$ cat src/rtl/core/rmq_pkg.sv
// shared types for the rotation matrix to quaternion pipeline
// no dependencies
`timescale 1ns / 1ps
`default_nettype none

package rmq_pkg;

    // which component takes the square root term
    typedef enum logic [1:0] {
        BR_W = 2'd0,
        BR_X = 2'd1,
        BR_Y = 2'd2,
        BR_Z = 2'd3
    } branch_t;

endpackage

`default_nettype wire

$ cat src/rtl/core/rmq_front.sv
// branch selection, radicand and numerator formation (one register stage)
// depends on rmq_pkg
`timescale 1ns / 1ps
`default_nettype none

module rmq_front
    import rmq_pkg::*;
#(
    parameter int W = 16,
    parameter int F = 14,
    parameter int RW = W + 2 + F
) (
    input  wire                  aclk,
    input  wire                  aresetn,
    input  wire                  ce,
    input  wire                  v_in,
    input  wire signed [W-1:0]   m00,
    input  wire signed [W-1:0]   m01,
    input  wire signed [W-1:0]   m02,
    input  wire signed [W-1:0]   m10,
    input  wire signed [W-1:0]   m11,
    input  wire signed [W-1:0]   m12,
    input  wire signed [W-1:0]   m20,
    input  wire signed [W-1:0]   m21,
    input  wire signed [W-1:0]   m22,
    output logic                 v_out,
    output branch_t              branch_out,
    output logic                 degen_out,
    output logic [RW-1:0]        rad_out,
    output logic signed [W:0]    n0_out,
    output logic signed [W:0]    n1_out,
    output logic signed [W:0]    n2_out
);

    localparam int EW = W + 3;
    localparam logic signed [EW-1:0] ONE = EW'(1) << F;

    logic signed [EW-1:0] e00, e11, e22, trace, rad;
    logic signed [W:0] n0, n1, n2;
    branch_t branch;
    logic degen;

    logic v_reg;
    branch_t branch_reg;
    logic degen_reg;
    logic [RW-1:0] rad_reg;
    logic signed [W:0] n0_reg, n1_reg, n2_reg;

    always_comb begin
        e00 = EW'(m00);
        e11 = EW'(m11);
        e22 = EW'(m22);
        trace = e00 + e11 + e22;
        if (trace > 0) begin
            branch = BR_W;
        end else if (m00 > m11 && m00 > m22) begin
            branch = BR_X;
        end else if (m11 > m22) begin
            branch = BR_Y;
        end else begin
            branch = BR_Z;
        end
        case (branch)
            BR_W: begin
                rad = ONE + trace;
                n0 = (W+1)'(m21) - (W+1)'(m12);
                n1 = (W+1)'(m02) - (W+1)'(m20);
                n2 = (W+1)'(m10) - (W+1)'(m01);
            end
            BR_X: begin
                rad = ONE + e00 - e11 - e22;
                n0 = (W+1)'(m21) - (W+1)'(m12);
                n1 = (W+1)'(m01) + (W+1)'(m10);
                n2 = (W+1)'(m02) + (W+1)'(m20);
            end
            BR_Y: begin
                rad = ONE + e11 - e00 - e22;
                n0 = (W+1)'(m02) - (W+1)'(m20);
                n1 = (W+1)'(m01) + (W+1)'(m10);
                n2 = (W+1)'(m12) + (W+1)'(m21);
            end
            default: begin
                rad = ONE + e22 - e00 - e11;
                n0 = (W+1)'(m10) - (W+1)'(m01);
                n1 = (W+1)'(m02) + (W+1)'(m20);
                n2 = (W+1)'(m12) + (W+1)'(m21);
            end
        endcase
        degen = rad[EW-1] || (rad == '0);
    end

    always_ff @(posedge aclk) begin
        if (!aresetn) begin
            v_reg <= 1'b0;
        end else if (ce) begin
            v_reg <= v_in;
        end
        if (ce) begin
            branch_reg <= branch;
            degen_reg  <= degen;
            // radicand scaled by 2^F for the fixed-point root
            rad_reg    <= degen ? '0 : {rad[W+1:0], {F{1'b0}}};
            n0_reg     <= n0;
            n1_reg     <= n1;
            n2_reg     <= n2;
        end
    end

    assign v_out      = v_reg;
    assign branch_out = branch_reg;
    assign degen_out  = degen_reg;
    assign rad_out    = rad_reg;
    assign n0_out     = n0_reg;
    assign n1_out     = n1_reg;
    assign n2_out     = n2_reg;

endmodule

`default_nettype wire

$ cat config.mk
export PLATFORM = sky130hd
export DESIGN_NAME = rmq_front
export DESIGN_NICKNAME = d
export VERILOG_FILES = /design/src/rtl/core/rmq_pkg.sv /design/src/rtl/core/rmq_front.sv
export SDC_FILE = /design/constraint.sdc
export NUM_CORES = 1
export LEC_CHECK = 0
export BUFFER_PORTS_ARGS = -buffer_cell sky130_fd_sc_hd__buf_2
export CORE_MARGIN = 2
export CORE_UTILIZATION = 33
export CTS_CLUSTER_DIAMETER = 50
export DETAILED_ROUTE_END_ITERATION = 6
export GPL_ROUTABILITY_DRIVEN = 0
export SLEW_MARGIN = 20
export SYNTH_ARGS = -nofsm -noshare
export SYNTH_HDL_FRONTEND = slang
export SYNTH_SLANG_ARGS = --single-unit
$ cat constraint.sdc
create_clock -name aclk -period 14.1 [get_ports aclk]
set_input_delay 2.115 -clock aclk [delete_from_list [all_inputs] [get_ports aclk]]
set_output_delay 2.115 -clock aclk [all_outputs]
set_load 0.05 [all_outputs]
### Yosys cells after proc, flatten, opt, wreduce, memory -nomap -nowiden

Index checks and enable logic that the tools add are counted.

| storage, ports and cells | value |
|---|---|
| input bits | 148 |
| logic and storage cells | 45 |
| register bits | 87 |
| output and inout bits | 87 |

| operators by class | value |
|---|---|
| magnitude comparators | 4 |
| add/subtract/negate cells | 18 |
| eq/ne operators | 2 |
| muxes and demuxes | 7 |
| reductions and logical operators | 6 |

Operators with widths:

| kind | number |
|---|---|
| case mux 17 bit (2 select lines) | 3 |
| adder 16 x 16 -> 17 bit | 4 |
| case mux 19 bit (3 select lines) | 1 |
| subtractor 18 x 16 -> 19 bit | 3 |
| subtractor 17 x 16 -> 18 bit | 3 |
| adder 16 x 16 -> 17 bit (first input constant) | 3 |
| subtractor 16 x 16 -> 17 bit | 3 |
| greater-than comparator 16 bit | 3 |
| adder 16 x 18 -> 19 bit (first input constant) | 1 |
| logical NOT 19 bit | 1 |
| adder 17 x 16 -> 18 bit | 1 |
| greater-than comparator 18 x 1 -> 1 bit (second input constant) | 1 |
| two-way mux 2 bit | 2 |
| OR reduction 2 bit | 2 |
| == test 2 x 1 -> 1 bit (second input constant) | 1 |
| == test 2 bit (second input constant) | 1 |
| logical NOT 2 bit | 1 |
| logical AND 1 bit | 1 |
| logical OR 1 bit | 1 |
| two-way mux 1 bit | 1 |

### Longest topological paths before layout

Gate-level depths: netlist (run 1).

| depth | value |
|---|---|
| depth in word-level cells | 8 |
| mapped depth | 29 |
| gate-level depth less buffers | 25 |

### Least setup slack after synthesis (run 1)

No wires, ideal clock.

| path | value |
|---|---|
| kind | in2reg |
| start | input m00[1] |
| end | register degen_reg (netlist: degen_out), data pin |
| stages | 28 |
| data arrival time | 8.532 ns |
| path buffers | 3 |
| data required time | 13.949 ns |
| slack | 5.417 ns |
| library setup time | 0.151 ns |
| cells stage by stage | fa_1 -> ha_1 -> fa_1 -> a211o_1 -> a21oi_2 -> nor3b_1 -> o211ai_1 -> nor3b_1 -> ha_1 -> or4b_1 -> or3_1 -> or4_1 -> o31a_1 -> or2_1 -> buf_6 -> inv_2 -> buf_6 -> ha_1 -> clkbuf_1 -> inv_1 -> nor2_1 -> a21oi_1 -> nor2_1 -> nand4_1 -> or4b_1 -> nor4b_2 -> a41oi_1 -> nor3_2 |

| between the ends | value |
|---|---|
| cells in the longest elaborated chain, start to end | 8 |
| elaborated cells on any way between the ends | 22 |
| classes of those cells | 10 x add/sub; 3 x order compare; 2 x eq/ne; 3 x mux; 4 x reduce/logical |

Ends and longest elaborated chain:

| what | RTL line | source |
|---|---|---|
| from (decl) | rmq_front.sv:17 | `input wire signed [W-1:0] m00,` |
| adder 16 x 16 -> 17 bit / greater-than comparator 16 bit (equally long branches) | rmq_front.sv:53, rmq_front.sv:56 |  |
| adder 17 x 16 -> 18 bit / logical AND 1 bit (equally long branches) | rmq_front.sv:53, rmq_front.sv:56 |  |
| greater-than comparator 18 x 1 -> 1 bit / two-way mux 2 bit (equally long branches) | rmq_front.sv:54, rmq_front.sv:56 |  |
| two-way mux 2 bit (*) | rmq_front.sv:54 | `if (trace > 0) begin` |
| net branch[1] | rmq_front.sv:40 | `branch_t branch;` |
| == test 2 bit (tied with other cells) | rmq_front.sv:63 | `case (branch)` |
| case mux 19 bit (3 select lines) (*) | rmq_front.sv:63 |  |
| logical NOT 19 bit | rmq_front.sv:89 | `degen = rad[EW-1] \|\| (rad == '0);` |
| logical OR 1 bit (*) | rmq_front.sv:89 |  |
| net degen | rmq_front.sv:41 | `logic degen;` |
| to (signal assigned) | rmq_front.sv:100 | `degen_reg <= degen;` |
| to (decl) | rmq_front.sv:45 | `logic degen_reg;` |

The timed path passes the listed nets; every way through them passes the cells marked *.
A chain may end at the register's enable or synchronous reset.

### Final worst setup path (run 1)

| path | value |
|---|---|
| start | input m00[1] |
| end | register degen_reg (netlist: degen_out), data pin |

| between the ends | value |
|---|---|
| cells in the longest elaborated chain, start to end | 8 |
| elaborated cells on any way between the ends | 22 |
| classes of those cells | 10 x add/sub; 3 x order compare; 2 x eq/ne; 3 x mux; 4 x reduce/logical |

Ends and longest elaborated chain:

| what | RTL line |
|---|---|
| adder 16 x 16 -> 17 bit / greater-than comparator 16 bit (equally long branches) | rmq_front.sv:53, rmq_front.sv:56 |
| adder 17 x 16 -> 18 bit / logical AND 1 bit (equally long branches) | rmq_front.sv:53, rmq_front.sv:56 |
| greater-than comparator 18 x 1 -> 1 bit / two-way mux 2 bit (equally long branches) | rmq_front.sv:54, rmq_front.sv:56 |
| two-way mux 2 bit | rmq_front.sv:54 |
| == test 2 bit (tied with other cells) | rmq_front.sv:63 |
| case mux 19 bit (3 select lines) (*) | rmq_front.sv:63 |
| logical NOT 19 bit | rmq_front.sv:89 |
| logical OR 1 bit (*) | rmq_front.sv:89 |
| net degen | rmq_front.sv:41 |

Marked as above.

==> flow_summary.yaml, run 1 <==
run_status:
  outcome: "finished with violations"
  failed_checks: "design-rule violations"
worst_hold_path:
  hold_path_class: "reg2reg"
layout:
  final_cell_area_mm2: 0.0177
  area_growth_pct: 11.9
  fin_nets: 2562
  fillCellCount: 4900
  layout-drive-gt1-share_pct: 13.2
route:
  first_iter_violations: 1203
  vias: 14486
  antenna_left: 0
  wl_mm: 52.7
  first_pass_iters: 7
  wire_per_inst_um: 19.9
  drc: 3
  vias_per_cell: 5.46
worst_setup_path:
  critPathTopFamily: "simple AND/OR/NAND/NOR gates"
  crit_buf_inv: 4
  worstPathArrival_ps: 10190
  worstPathRequired_ps: 14180
  critPathMaxStageDelay_ps: 760
  startpoint_type: "input pin"
  critPathMaxFanout: 25
  worstSetupPathType: "in2reg"
  critPathSlowestCell: "ha_1"
  critPathMostFrequentCell: "ha_1"
  endpoint_kind: "flop"
synth:
  synth_mux_area_share_pct: 1.85
  yosysSeqAreaShare_pct: 13.8
  syn_inst: 1868
  synth_top_family_by_area: "adder cells"
  synthFlopType: "edfxtp_1"
  synthXorXnorAreaFrac_pct: 6.03
  yosysWarnings: 0
  syn_avg_cell_area_um2: 8.48
  yosysUniqueCellTypes: 91
  synth_compound_area_share_pct: 22.9
  ys_ff_latch: 73
  synth_area_mm2: 0.0158
  yosys.area_share.simple_pct: 14.1
  async_flop_share_pct: 0
  synth_edf_count: 72
  synth_fa_ha_area_share_pct: 34.0
pwr:
  switching_power_mw: 1.24
  intPower_mw: 1.04
  total_power_mw: 2.28
  pwr-share-clk_pct: 11.2
  cellLeakagePower_nw: 8.30
  power_density_mw_per_mm2: 129
  seq_power_share_pct: 17.3
  p_sw_share_pct: 54.2
  ir_drop_uv: 120
  combPwrFrac_pct: 71.5
clocking:
  holdBufCountCts: 0
  cts_buffers: 9
  cts-htree-levels: 3
  post-cts-setup-buffer-count: 0
  cts_tree: "yes"
  root_buffer: "clkbuf_16"
  cts_sinks: 73
  clockBufferDepth: 2
  clkTransAtPathRegs_ps: 60
  clock_latency_ps: 350
  ctsResizeCount: 0
sta:
  min_period_over_period_pct: 71.7
  tns_ps: 0
  maxSlewHeadroom_pct: 28.6
  drv_slew: 0
  finalCriticalPeriod_ps: 10110
  fmax_mhz: 98.9
  setup_violations: 0
  hold_viol: 0
  finClkSkew_ps: 0
  rsz0062_at_grt: "no"
  tightest_slew_ps: 1070
  holdWs_ps: 522
floorplan:
  dieWidth_um: 223
  row_count: 80
  die_y_um: 223
  dieArea_mm2: 0.0497
  start_util_pct: 33.3
  core_mm2: 0.0475
  io_pins: 235
global_route:
  grt_max_degree: 52
  track_usage_pct: 20.7
  overflow: 0
  grt_pass1_vias: 14196
  antenna_found_initial: 1
  grt_pass1_wl_mm: 79.4
placement:
  port_buffers: 220
  post_dp_cell_area_mm2: 0.0174
  dp.final_hpwl_mm: 44.5
run:
  drv_cap: 0
[placed cells by master, fill, tap and decap left out, types with 17 or more instances in the layout]
cell type,netlist,routed
a211oi_1,19,19
a21o_1,34,34
a21oi_1,144,144
a221oi_1,21,21
a22oi_1,17,17
a31oi_1,17,17
buf_2,3,219
edfxtp_1,72,72
fa_1,79,79
ha_1,304,303
inv_1,200,200
mux2i_1,27,27
nand2_1,89,89
nand2b_1,31,31
nand3_1,23,23
nor2_1,130,130
nor2b_1,33,33
nor3_1,49,49
o21a_1,18,18
o21ai_0,78,78
o21bai_1,29,29
or3_1,27,27
xnor2_1,76,76
xor2_1,33,33
[registers in the layout (all words and copies together) (netlist names)]
signal,count
n2_out,17
rad_out,18
v_out,1
n0_out,17
n1_out,17
degen_out,1
branch_out,2
[worst paths after layout]
path                             start  cells past startpoint   endpoint  slack (ps)
worst max-delay path            m00[1]                     25  degen_out        3990
worst min-delay path             v_out                      2      v_out         520
worst max register to register   v_out                      2      v_out       13510
worst min register to register   v_out                      2      v_out         520
[area by class of cell]
class                      instances  area [um2]  area share [%]
multi-input combinational       1518       12500            70.8
sequential                        73        2180            12.3
timing repair buffer             227        1160            6.52
tap                              615         769            4.34
inverter                         202         758            4.28
clock buffer                      10         229            1.29
clock inverter                     6        82.6           0.466
antenna                            1        2.50          0.0141
[power by group through the flow]
stage	combinational, mW	clock, mW	sequential (mW)
after floorplan	0.890	0	0.638
after global routing	1.75	0.269	0.401
final	1.63	0.255	0.395
after detailed placement	1.60	0	0.396
after CTS	1.61	0.261	0.396
after global placement	1.60	0	0.399
[worst reg2reg max path: stages (launching register included)]
cell     delay, ps
dfxtp_1        310
mux2i_1        110
nor2b_1         60
[synthesized netlist by cell type (all sizes together) (23+ instances only)]
master  instances  area, um2
a21o           34        255
a21oi         146        746
buf            29        180
clkbuf         59        223
edfxtp         72       2160
fa             79       1580
ha            304       3800
inv           202        758
mux2i          27        270
nand2          89        334
nand2b         31        194
nand3          23        115
nor2          130        488
nor2b          33        206
nor3           50        255
o21ai          91        455
o21bai         29        218
or3            27        169
xnor2          76        666
xor2           33        289
[stage by stage]
step	util [%]	cells	setup slack, ps
floorplan	-	1881	5420
global placement	36.6	2635	3910
detailed placement	36.6	2635	3750
CTS	37.3	2651	4130
global route	37.3	2652	3610
finish	37.3	2652	3990
[metal layers]
metal | wire length, um | part of all wire [%] | GRT usage [%] | up-vias
met4 | 1880 | 3.6 | 7.73 | 0
met2 | 24900 | 47 | 35.5 | 620
li1 | - | - | - | 6909
met5 | 0 | 0 | 0 | -
met1 | 22100 | 42 | 26.3 | 6860
met3 | 3750 | 7.1 | 2.95 | 97
[logic make-up after synthesis]
| kind of cell | Yosys count |
|---|---|
| fa+ha+maj | 383 |
| simple gates | 449 |
| compound gates | 534 |
| mux | 29 |
| other cells | 1 |
| xor+xnor | 109 |
| flops | 73 |
| buf+inv | 290 |
Note: power is estimated with default switching activity, not from simulation.
==> run 2: changes to the inputs <==
Settings changed: ABC_AREA from default to 1.
Clock period 14.1 ns to 8.41 ns, I/O delays scaled along.
==> flow_summary.yaml, run 2 <==
run_status:
  outcome: "complete, no violations"
synth:
  async_flop_share_pct: 0
  yosys-top-cells-count: "nand2_1 (520), inv_1 (380), ha_1 (304)"
  yosysUniqueCellTypes: 57
  yosysMostFrequentCell: "nand2_1"
  synthFlopType: "edfxtp_1"
  yosys.area.top_type: "ha_1"
  synth_area_leaders: "ha_1 (23%), edfxtp_1 (13%), nand2_1 (12%)"
  synth_area_mm2: 0.0163
  synth_edf_count: 72
  yosys.area.top_type_share_pct: 23.3
  syn_avg_cell_area_um2: 6.99
  yosysSeqAreaShare_pct: 13.4
  ys_ff_latch: 73
  syn_inst: 2329
  yosysWarnings: 0
worst_hold_path:
  whs_endpoint: "v_out"
  min_from: "v_out"
  holdPathStages: 2
  hold_path_class: "reg2reg"
clocking:
  post-cts-setup-buffer-count: 0
  cts-htree-levels: 3
  root_buffer: "clkbuf_16"
  holdBufCountCts: 0
  cts_tree: "yes"
  clkTransAtPathRegs_ps: 60
  cts_buffers: 9
  clock_latency_ps: 350
  clockBufferDepth: 2
  cts_sinks: 73
  ctsResizeCount: 0
worst_setup_path:
  critPathMaxFanout: 18
  critPathMostFrequentCell: "nand2_1"
  ff2ff_path_depth: 2
  critPathMaxStageDelay_ps: 670
  worstPathArrival_ps: 7150
  rr_endpoint: "v_out"
  worstPathRequired_ps: 8490
  r2r-start: "v_out"
  endpoint_kind: "flop"
  critPathSlowestCell: "ha_1"
  critPathTopFamily: "simple AND/OR/NAND/NOR gates"
  startpoint_type: "input pin"
  worstSetupPathType: "in2reg"
  regToRegSetupSlack_ps: 7720
  crit_buf_inv: 5
layout:
  final_cell_mix: "nand2_1 (520), inv_1 (380), ha_1 (304)"
  area_growth_pct: 12.0
  layout-drive-gt1-share_pct: 11.6
  final_cell_area_mm2: 0.0182
  fin_nets: 3043
  largest_register_ffs: 18
  finalNonFillerCells: 3183
  final_common_cell: "nand2_1"
global_route:
  top_usage_layer: "met2"
  grt_pass1_vias: 15970
  antenna_found_initial: 2
  use_met2_pct: 38.7
  grt_pass1_wl_mm: 85.5
  track_usage_pct: 21.6
  met1_usage_pct: 27.2
  overflow: 0
  grt_use_met3_pct: 2.24
  grt_max_degree: 75
floorplan:
  dieWidth_um: 226
  io_pins: 235
  row_count: 81
  core_mm2: 0.0488
  start_util_pct: 33.3
  dieArea_mm2: 0.0512
  die_y_um: 226
route:
  drc: 0
  first_pass_iters: 6
  wl_mm: 55.6
  first_iter_violations: 1241
  antenna_left: 0
  wire_per_inst_um: 17.5
  vias: 16003
  vias_per_cell: 5.03
placement:
  dp.final_hpwl_mm: 47.0
  dpl.cell_count: 3165
  port_buffers: 220
  post_dp_cell_area_mm2: 0.0180
sta:
  tns_ps: 0
  fmax_mhz: 142
  setup_violations: 0
  maxSlewHeadroom_pct: 32.5
  hold_viol: 0
  finClkSkew_ps: 0
  tightest_slew_ps: 1010
  min_period_over_period_pct: 84.0
  rsz0062_at_grt: "no"
  finalCriticalPeriod_ps: 7070
  drv_slew: 0
pwr:
  power_density_mw_per_mm2: 217
  total_power_mw: 3.97
  cellLeakagePower_nw: 9.80
  ir_drop_uv: 238
run:
  drv_cap: 0
-- run 2: logic make-up (layout without fill, tap and decap cells) --
group                      Yosys count  after routing  synth area share (%)
and+or+nand+nor                    995            995                  26.3
xor gates and xnor gates            62             62                  3.33
buffers and inverters              453            628                  11.1
other                                1             16                0.0230
AOI/OAI and AO/OA                  362            362                  12.8
adders and majority gates          383            383                  33.1
DFF                                 73             73                  13.4
-- run 2: metrics by stage --
stage	hold slack [ps]	util, %	setup slack, ps
2_1_floorplan	753	-	2430
3_3_place_gp	517	36.8	1100
3_5_place_dp	552	36.8	969
4_1_cts	570	37.3	1330
5_1_grt	614	37.3	814
6_report	567	37.3	1340
-- run 2: worst register-to-register path, cell delays in order, from the launching register on --
cell	delay, ps
dfxtp_1	310
o21ai_0	170
a21oi_1	60
-- run 2: how the worst max path moves through the flow --
stage,startpoint,to,slack (ps),depth (start not counted)
after floorplan,m00[1],rad_out[25],2430,40
after global placement,m00[1],rad_out[30],1100,37
after detailed placement,m00[1],rad_out[19],970,37
after CTS,m00[1],rad_out[19],1330,37
after global routing,m00[1],rad_out[15],810,37
final,m00[1],rad_out[15],1340,37
-- run 2: cell type report --
type / instances / area [um2]
fillers: 5327 / 30600
multi-input cells: 1816 / 12300
flip-flops and latches: 73 / 2180
inverters: 386 / 1450
repair buffers: 226 / 1150
well taps: 664 / 831
clock buffers: 11 / 233
clock inverters: 5 / 55.1
diodes: 2 / 5.00
-- run 2: report_power, final --
part | internal, mW | switching, mW | total (mW) | leakage, nW
combinational | 0.814 | 2.05 | 2.86 | 8.95
sequential | 0.614 | 0.0934 | 0.708 | 0.707
clock | 0.230 | 0.166 | 0.396 | 0.138
-- run 2: routing by layer --
metal	share of wire, %	routed length, um
met1	42	23200
met2	49	27300
met3	6.3	3510
met4	2.7	1510
met5	0	0
==> run 3: changes to the inputs <==
Clock period 8.41 ns to 7.2 ns, I/O delays scaled along.
==> flow_summary.yaml, run 3 (synthesized netlist as in run 2, its figures left out) <==
global_route:
  overflow: 0
  grt_pass1_wl_mm: 83.3
  track_usage_pct: 21.1
  grt_pass1_vias: 15740
  antenna_found_initial: 2
  grt_max_degree: 75
worst_setup_path:
  r2r-start: "v_out"
  endpoint_kind: "flop"
  regToRegSetupSlack_ps: 6510
  ff2ff_path_depth: 2
  rr_endpoint: "v_out"
  critPathMaxStageDelay_ps: 480
  startpoint: "m00[1]"
  worstSetupPathType: "in2reg"
  critPathMaxFanout: 22
  worstPathRequired_ps: 7290
  critPathMostFrequentCell: "nand2_1"
  crit_end: "rad_out[19]"
  critPathSlowestCell: "fa_1"
  worstPathArrival_ps: 6500
  startpoint_type: "input pin"
pwr:
  combPwrFrac_pct: 71.9
  seq_power_share_pct: 17.4
  switching_power_mw: 2.71
  pwr-share-clk_pct: 10.7
  intPower_mw: 2.00
  ir_drop_uv: 272
  cellLeakagePower_nw: 9.84
  power_density_mw_per_mm2: 257
  p_sw_share_pct: 57.6
run:
  drv_cap: 0
floorplan:
  dieArea_mm2: 0.0512
  core_mm2: 0.0488
  io_pins: 235
  dieWidth_um: 226
  row_count: 81
  die_y_um: 226
  start_util_pct: 33.3
route:
  wire_per_inst_um: 17.3
  first_iter_violations: 1337
  first_pass_iters: 7
  vias: 15873
  wl_mm: 55.1
  antenna_left: 0
  vias_per_cell: 4.98
  drc: 1
layout:
  fillCellCount: 5281
  n_antenna_cell: 0
  finalNonFillerCells: 3185
  fin_nets: 3047
  layout-drive-gt1-share_pct: 11.9
  largest_register_ffs: 18
  area_growth_pct: 12.4
  final_common_cell: "nand2_1"
  final_cell_mix: "nand2_1 (520), inv_1 (380), ha_1 (304)"
clocking:
  cts_tree: "yes"
  post-cts-setup-buffer-count: 0
  cts_sinks: 73
  clock_latency_ps: 350
  holdBufCountCts: 0
  cts_buffers: 9
  clockBufferDepth: 2
  cts-htree-levels: 3
  root_buffer: "clkbuf_16"
  ctsResizeCount: 0
  clkTransAtPathRegs_ps: 60
sta:
  tns_ps: 0
  fmax_mhz: 156
  maxSlewHeadroom_pct: 30.7
  finClkSkew_ps: 0
  min_period_over_period_pct: 89.0
  finalCriticalPeriod_ps: 6410
  rsz0062_at_grt: "no"
  hold_viol: 0
  tightest_slew_ps: 1040
  drv_slew: 0
  holdWs_ps: 562
  setup_violations: 0
placement:
  dp.final_hpwl_mm: 46.7
  dpl.cell_count: 3168
  port_buffers: 220
worst_hold_path:
  hold_path_class: "reg2reg"
run_status:
  outcome: "finished with violations"
  failed_checks: "design-rule violations"
[run 3: cell count changes in the layout (fill, tap and decap cells not counted)]
cell / before / now
buf_4: 7 / 10
clkbuf_1: 2 / 0
diode_2: 2 / 0
buf_12: 0 / 1
bufinv_16: 1 / 2
clkinv_2: 1 / 2
clkinvlp_4: 1 / 0
inv_6: 1 / 2
[run 3: worst min path at each step]
stage	start	to	slack (ps)	depth (start not counted)
floorplan	v_out	v_out	750	2
global placement	v_out	v_out	520	2
detailed placement	v_out	v_out	550	2
CTS	v_out	v_out	560	2
global route	v_out	v_out	600	2
finish	v_out	v_out	560	2
[run 3: critical path: cells and delay by family]
family	cells	cell delay, ps
compound gates	3	610
fa+ha+maj	5	1720
buf+inv	6	900
simple gates	24	2170
[run 3: power by group through the flow]
stage	Sequential [mW]	Clock, mW	Combinational [mW]
2_1_floorplan	1.33	0	1.82
6_report	0.819	0.503	3.38
4_1_cts	0.826	0.512	3.33
3_5_place_dp	0.829	0	3.31
5_1_grt	0.830	0.530	3.70
3_3_place_gp	0.837	0	3.29
[run 3: stage by stage]
stage	instance area, um2	util [%]	total power [mW]	setup slack (ps)
floorplan	16300	-	3.15	1400
global placement	18000	36.8	4.13	347
detailed placement	18000	36.8	4.14	225
CTS	18300	37.4	4.67	580
global route	18300	37.5	5.06	193
finish	18300	37.5	4.70	792
[run 3: per-layer routing]
layer	GRT usage, %	up-vias	share of wire [%]
met1	26.1	7391	42
met4	5.92	4	2.6
met5	0	-	0.047
met3	2.98	80	6.4
met2	38.0	542	49
li1	-	7856	-
[run 3: cell type report]
class | count | area, um2 | area share, %
sequential | 73 | 2180 | 11.9
clock inverter | 7 | 91.3 | 0.499
tap | 664 | 831 | 4.54
multi-input combinational | 1816 | 12300 | 67.4
timing repair buffer | 230 | 1190 | 6.50
inverter | 386 | 1450 | 7.91
clock buffer | 9 | 225 | 1.23
